## src/rtl/dpbp_pkg.sv

```systemverilog
// Types and constants of the depth pixel back-projection block.
`timescale 1ns / 1ps
`default_nettype none

package dpbp_pkg;

  // Image bounds; a pixel at or beyond them gives no point.
  localparam int unsigned MAX_COLUMNS = 4096;
  localparam int unsigned MAX_ROWS    = 4096;
  localparam logic [13:0] COL_LIMIT   = 14'(MAX_COLUMNS);
  localparam logic [13:0] ROW_LIMIT   = 14'(MAX_ROWS);

  // Configuration register indexes.
  typedef enum logic [1:0] {
    CFG_CENTER_COL  = 2'd0,
    CFG_CENTER_ROW  = 2'd1,
    CFG_INV_FOCAL_X = 2'd2,
    CFG_INV_FOCAL_Y = 2'd3
  } cfg_idx_e;

  localparam logic [12:0] CENTER_COL_RST  = 13'd651;
  localparam logic [12:0] CENTER_ROW_RST  = 13'd507;
  localparam logic [31:0] INV_FOCAL_X_RST = 32'd8291444;
  localparam logic [31:0] INV_FOCAL_Y_RST = 32'd8275469;

  // Depth to metres: z = floor((d * 8192 + 62) / 125), done as a multiply by
  // ceil(2^37 / 125) and a shift, exact for every 16-bit depth.
  localparam int unsigned Z_SHIFT = 37;
  localparam int unsigned Z_W     = 23;
  localparam int unsigned ZM_W    = 29;
  localparam int unsigned ZP_W    = ZM_W + 31;
  localparam logic [30:0] Z_RECIP = 31'd1099511628;
  localparam logic [ZM_W-1:0] Z_BIAS = 29'd62;

  // Offset magnitude in half pixels, offset times depth, scaled magnitude.
  localparam int unsigned OFF_W  = 13;
  localparam int unsigned PROD_W = OFF_W + Z_W;
  localparam int unsigned MAG_W  = PROD_W;

  localparam logic [31:0] COORD_MAX = 32'h7FFF_FFFF;
  localparam logic [31:0] COORD_MIN = 32'h8000_0000;

  typedef struct packed {
    logic [15:0] depth_mm;
    logic [11:0] column;
    logic [11:0] pixel_row;
    logic [7:0]  blue;
    logic [7:0]  green;
    logic [7:0]  red;
  } pixel_t;

  typedef struct packed {
    logic signed [31:0] point_x;
    logic signed [31:0] point_y;
    logic [Z_W-1:0]     point_z;
    logic [7:0]         blue_out;
    logic [7:0]         green_out;
    logic [7:0]         red_out;
  } point_t;

endpackage

`default_nettype wire

```

## src/rtl/dpbp_coord.sv

```systemverilog
// Four-stage datapath that scales one pixel offset by depth and a focal reciprocal.
`timescale 1ns / 1ps
`default_nettype none

module dpbp_coord import dpbp_pkg::*; (
  input  logic               clk_i,
  input  logic               en_i,
  input  logic [OFF_W-1:0]   off_mag_i,
  input  logic               neg_i,
  input  logic [Z_W-1:0]     z_i,
  input  logic [31:0]        inv_i,
  output logic signed [31:0] coord_o
);

  logic [PROD_W-1:0] prod_d, prod_q;
  logic [63:0]       lo_d, lo_q;
  logic [35:0]       hi_d, hi_q;
  logic [MAG_W:0]    sum;
  logic [MAG_W-1:0]  mag_d, mag_q;
  logic [31:0]       coord_d, coord_q;
  logic [2:0]        neg_q;

  assign prod_d = PROD_W'(off_mag_i) * PROD_W'(z_i);

  // The 36-bit product is split so that each multiplier stays 32 bits wide.
  assign lo_d = 64'(prod_q[31:0]) * 64'(inv_i);
  assign hi_d = 36'(prod_q[PROD_W-1:32]) * 36'(inv_i);

  // Adding one at bit 32 and dropping 33 bits rounds half up.
  assign sum   = (MAG_W+1)'(hi_q) + (MAG_W+1)'(lo_q[63:32]) + (MAG_W+1)'(1);
  assign mag_d = sum[MAG_W:1];

  // The sign travels three stages so that it lines up with the rounded magnitude.
  always_comb begin
    coord_d = '0;
    if (mag_q != '0) begin
      if (!neg_q[2]) begin
        coord_d = (mag_q > MAG_W'(COORD_MAX)) ? COORD_MAX : mag_q[31:0];
      end else begin
        coord_d = (mag_q > MAG_W'(COORD_MIN)) ? COORD_MIN : 32'(32'd0 - mag_q[31:0]);
      end
    end
  end

  always_ff @(posedge clk_i) begin
    if (en_i) begin
      prod_q  <= prod_d;
      lo_q    <= lo_d;
      hi_q    <= hi_d;
      mag_q   <= mag_d;
      coord_q <= coord_d;
      neg_q   <= {neg_q[1:0], neg_i};
    end
  end

  assign coord_o = $signed(coord_q);

endmodule

`default_nettype wire

```

## config.mk

```make
export PLATFORM = sky130hd
export DESIGN_NAME = dpbp_coord
export DESIGN_NICKNAME = d
export VERILOG_FILES = /design/src/rtl/dpbp_pkg.sv /design/src/rtl/dpbp_coord.sv
export SDC_FILE = /design/constraint.sdc
export NUM_CORES = 2
export LEC_CHECK = 0
export ABC_AREA = 1
export BUFFER_PORTS_ARGS = -buffer_cell sky130_fd_sc_hd__buf_2
export CAP_MARGIN = 5
export CELL_PAD_IN_SITES_DETAIL_PLACEMENT = 0
export CELL_PAD_IN_SITES_GLOBAL_PLACEMENT = 1
export CORE_ASPECT_RATIO = 0.5
export CORE_MARGIN = 5
export CORE_UTILIZATION = 30
export CTS_BUF_LIST = sky130_fd_sc_hd__clkbuf_16
export DETAILED_ROUTE_END_ITERATION = 10
export GPL_TIMING_DRIVEN = 0
export PLACE_DENSITY = 0.6
export REMOVE_ABC_BUFFERS = 1
export SETUP_SLACK_MARGIN = 0.4
export SLEW_MARGIN = 25
export SYNTH_ARGS = -nofsm -noshare
export SYNTH_HDL_FRONTEND = slang
export SYNTH_SLANG_ARGS = --single-unit
```

## constraint.sdc

```tcl
create_clock -name clk_i -period 20.7 [get_ports clk_i]
set_input_delay 3.105 -clock clk_i [delete_from_list [all_inputs] [get_ports clk_i]]
set_output_delay 3.105 -clock clk_i [all_outputs]
set_load 0.005 [all_outputs]
```

* After elaboration in Yosys (flattened, before gate mapping)
Index checks and enable logic that the tools add are counted.
Operators by class: add/subtract/negate cells 3, $mul 3, magnitude comparators 2, multiplexer cells 3, reductions and logical operators 1
Operators by type and width (count):
- $mux 32 | 3
- $mul 32x32->64 | 1
- $add 36x32->37 | 1
- $add 37x1->37 const B | 1
- $gt 36x31->1 const B | 1
- $gt 36x32->1 const B | 1
- $mul 13x23->36 | 1
- $mul 4x32->36 | 1
- $reduce_bool 36->1 | 1
- $sub 1x32->32 const A | 1
Storage, ports and cells: register bits 207, input port bits 71, output and inout port bits 32, logic and storage cells 18

* Longest topological paths before layout
depth in word-level cells 3, depth in mapped cells 33, gate-level depth less buffers 31

* Worst setup path after synthesis
OpenSTA, ideal clock, no wires.
path kind input port to flip-flop, start input port inv_i[6], end register lo_q[50], data pin, setup time 252 ps, arrival time 9032 ps, required time 20448 ps, setup slack 11416 ps, cell stages on the path 28, buffers on the path 2, cells stage by stage clkbuf_1 > clkbuf_1 > nand2_1 > inv_1 > fa_1 > fa_1 > fa_1 > inv_1 > fa_1 > inv_1 > fa_1 > inv_1 > fa_1 > inv_1 > fa_1 > inv_1 > fa_1 > inv_1 > ha_1 > nand2_1 > nor2_1 > inv_1 > nor2_1 > inv_1 > nor4_1 > nand2_1 > nand3_1 > nand2_1
Between the ends: longest elaborated chain between the ends 1
RTL lines:
- from (decl) | line dpbp_coord.sv:11 | input logic [31:0] inv_i,
- $mul 32x32->64 | line dpbp_coord.sv:26 | assign lo_d = 64'(prod_q[31:0]) * 64'(inv_i);
- via lo_d[50] | line dpbp_coord.sv:16 | logic [63:0] lo_d, lo_q;
- to (signal assigned) | line dpbp_coord.sv:48 | lo_q <= lo_d;
- to (decl) | line dpbp_coord.sv:16
The timed path passes the listed nets, and every way through them passes these cells. A chain may end at the register's enable or synchronous reset.

* Final worst setup path
start input port inv_i[2], end register lo_q[63], data pin
The elaborated chain is that of the path after synthesis.

==> qor.csv <==
metric,value,unit
outcome,finished clean,
Seq cells post-synth,175,
met1 Use GR,0.259,
synthesized instance count,7491,
DR DRC count,0,
Total GRT Usage,0.175,
Congestion Overflow GR,0,
crit path max fanout,36,
"Cell Area, Synth",57400,um2
first-pass GRT wire length,279000,um
via count,44500,
HP Class,flop to flop,
final setup fails,0,
I/O pin total,103,
Max Cap Viol,0,
Worst-path clk slew,0.09,ns
crit end category,flop,
post-DP HPWL,145000,um
clock sink count,175,
CP required,20.89,ns
crit path DAT,10.39,ns
r2r worst-path depth,31,
post-layout instance area,61900,um2
final WL,171000,um
Synth Flop Type,edfxtp_1,
Worst Skew,0.0212,ns
GPL Wtd Cong,0.898,
starting density of the core,0.302,
routed len/inst,17.2,um
Hold Path Stages,0,
clk root buf,clkbuf_16,
GR peak layer,met2,
sequential area share after synthesis,0.0916,
CTS buffer count,17,
Area Growth Syn to Fin,7.85,%
area of the core,190000,um2
nets,9067,
largest net degree at the start of global routing,92,
Die Span X,629,um
Pre-Repair DR Iteration Count,6,
die area,201000,um2
post-cts hold buffer count,0,
R2R Setup Slk,12.87,ns
num rows,113,
number of global-route vias before repair,48400,
share of layout cells above drive strength 1,0.0328,
initial drt markers,2528,
fin crit period,10.20,ns
share of async-settable or async-resettable flops after synthesis,0,
Least-Margin Pin Slew,1.13,ns
# port buffers,102,
number of synthesized flops with an enable pin,175,
Worst Setup SP,inv_i[2],
dpl cell area,61200,um2
initial antenna violation count,7,
post-route ant nets,0,
critical path type,input pin to flop,
worst skew pair latency,0.50,ns
hold worst-path end,neg_q[1],
Max Slew Vio Count,0,
Die Ht,319,um
r2r endpoint,lo_q[63],
Startpoint Class,input pin,
"Period Utilization, post-route",0.493,
met2 usage,0.285,
Syn. warnings,0,
CTS resizes,0,
Critical R2R Launch,prod_q[12],
H-tree depth,4,
post-CTS setup buffers,0,
CTS tree,done,
Slew HR,0.247,
Final Hold Fails,0,
min-delay src,neg_q[0],
Mean Syn Cell Area,7.66,um2
RSZ-0062 raised after global routing,no,
DR vias/cell,4.47,
routing usage on met3,0.0177,
clock buffer depth,2,
Yosys cell types,47,
f_max,98.0,MHz
setup tns final,0,ns
[through the flow]
step                 util  hold slack (ns)  setup slack (ns)  instances
floorplan               -            0.400             11.88       7194
global placement    0.315            0.421              9.95       9826
detailed placement  0.322            0.414              9.97       9905
CTS                 0.325            0.449             10.52       9937
global route        0.326            0.455             10.09       9940
finish              0.326            0.443             10.50       9942
[critical path: stages]
cell and delay (ns):
buf_2 0.72, nand2_1 0.19, fa_1 0.58, inv_1 0.06, fa_1 0.48, inv_1 0.05
fa_1 0.53, fa_1 0.56, inv_1 0.05, fa_1 0.49, fa_1 0.46, fa_1 0.55
inv_1 0.06, fa_1 0.52, inv_1 0.06, ha_1 0.38, a21oi_1 0.23, o21ai_0 0.14
nand2_1 0.08, nand2_1 0.07, a21oi_1 0.26, nor2_1 0.08, nor2_1 0.30, nand2_1 0.09
nand2_1 0.06, nand2_1 0.17
[state kept, by name (all words and copies together) (netlist names)]
register  cells
mag_q        36
hi_q         36
lo_q         32
prod_q       36
coord_o      32
neg_q         3
[synthesized netlist by cell type, types with 6 or more instances]
cell / instances / share of area
ha_1: 413 / 0.090
nor3_1: 33 / 0.0029
o21a_1: 10 / 0.0013
nand3b_1: 8 / 0.0010
clkbuf_1: 285 / 0.019
xor2_1: 76 / 0.012
nand4_1: 38 / 0.0041
a21o_1: 16 / 0.0021
nor4_1: 9 / 0.00098
o21ai_0: 173 / 0.015
nand2_1: 2086 / 0.14
xnor2_1: 21 / 0.0032
a21oi_1: 246 / 0.021
o21ai_1: 10 / 0.00087
o21bai_1: 13 / 0.0017
buf_1: 7 / 0.00046
fa_1: 1187 / 0.41
o211ai_1: 6 / 0.00078
edfxtp_1: 175 / 0.092
nand3_1: 136 / 0.012
inv_1: 2157 / 0.14
nor2_1: 335 / 0.022
[layout by cell type, fill, tap and decap left out, types with 13 or more instances in the layout]
cell | Yosys | final
a21o_1 | 16 | 16
a21oi_1 | 246 | 246
buf_2 | 1 | 91
buf_8 | 0 | 71
clkbuf_16 | 0 | 17
edfxtp_1 | 175 | 175
fa_1 | 1187 | 1187
ha_1 | 413 | 413
inv_1 | 2157 | 2157
nand2_1 | 2086 | 2085
nand3_1 | 136 | 136
nand4_1 | 38 | 38
nor2_1 | 335 | 335
nor3_1 | 33 | 33
o21ai_0 | 173 | 173
o21bai_1 | 13 | 13
xnor2_1 | 21 | 21
xor2_1 | 76 | 75
[kinds of logic (layout without fill, tap and decap cells)]
kind of cell,Yosys count,count (layout),synth area share
xor+xnor,97,97,0.0148
buf+inv,2458,2376,0.161
fa+ha+maj,1600,1600,0.504
simple gates,2667,2667,0.182
other cells,0,3,0
compound gates,494,494,0.0459
flops,175,175,0.0916
[final cells by class]
class / count / area (um2)
antenna: 3 / 7.51
clock buffer: 17 / 425
clock inverter: 15 / 201
fill: 20700 / 128000
inverter: 2161 / 8110
multi-input combinational: 4858 / 42900
sequential: 175 / 5260
tap: 2530 / 3170
timing repair buffer: 183 / 1840
[metal layers]
| metal | share of wire | routed length (um) | up-vias |
|---|---|---|---|
| met5 | 0 | 0 | - |
| met4 | 0.011 | 1960 | 0 |
| met3 | 0.036 | 6240 | 108 |
| met2 | 0.45 | 76800 | 730 |
| met1 | 0.50 | 86300 | 22300 |
| li1 | - | - | 21300 |
[worst max-delay path by stage]
stage	slack (ns)	to	depth (start not counted)
3_3_place_gp	9.95	lo_q[63]	26
4_1_cts	10.52	lo_q[63]	26
5_1_grt	10.09	lo_q[63]	26
3_5_place_dp	9.97	lo_q[63]	26
6_report	10.50	lo_q[63]	26
2_1_floorplan	11.88	lo_q[50]	26
Power is not shown: default switching activity piles up to over one toggle a cycle in this logic, so the estimate is an artifact.
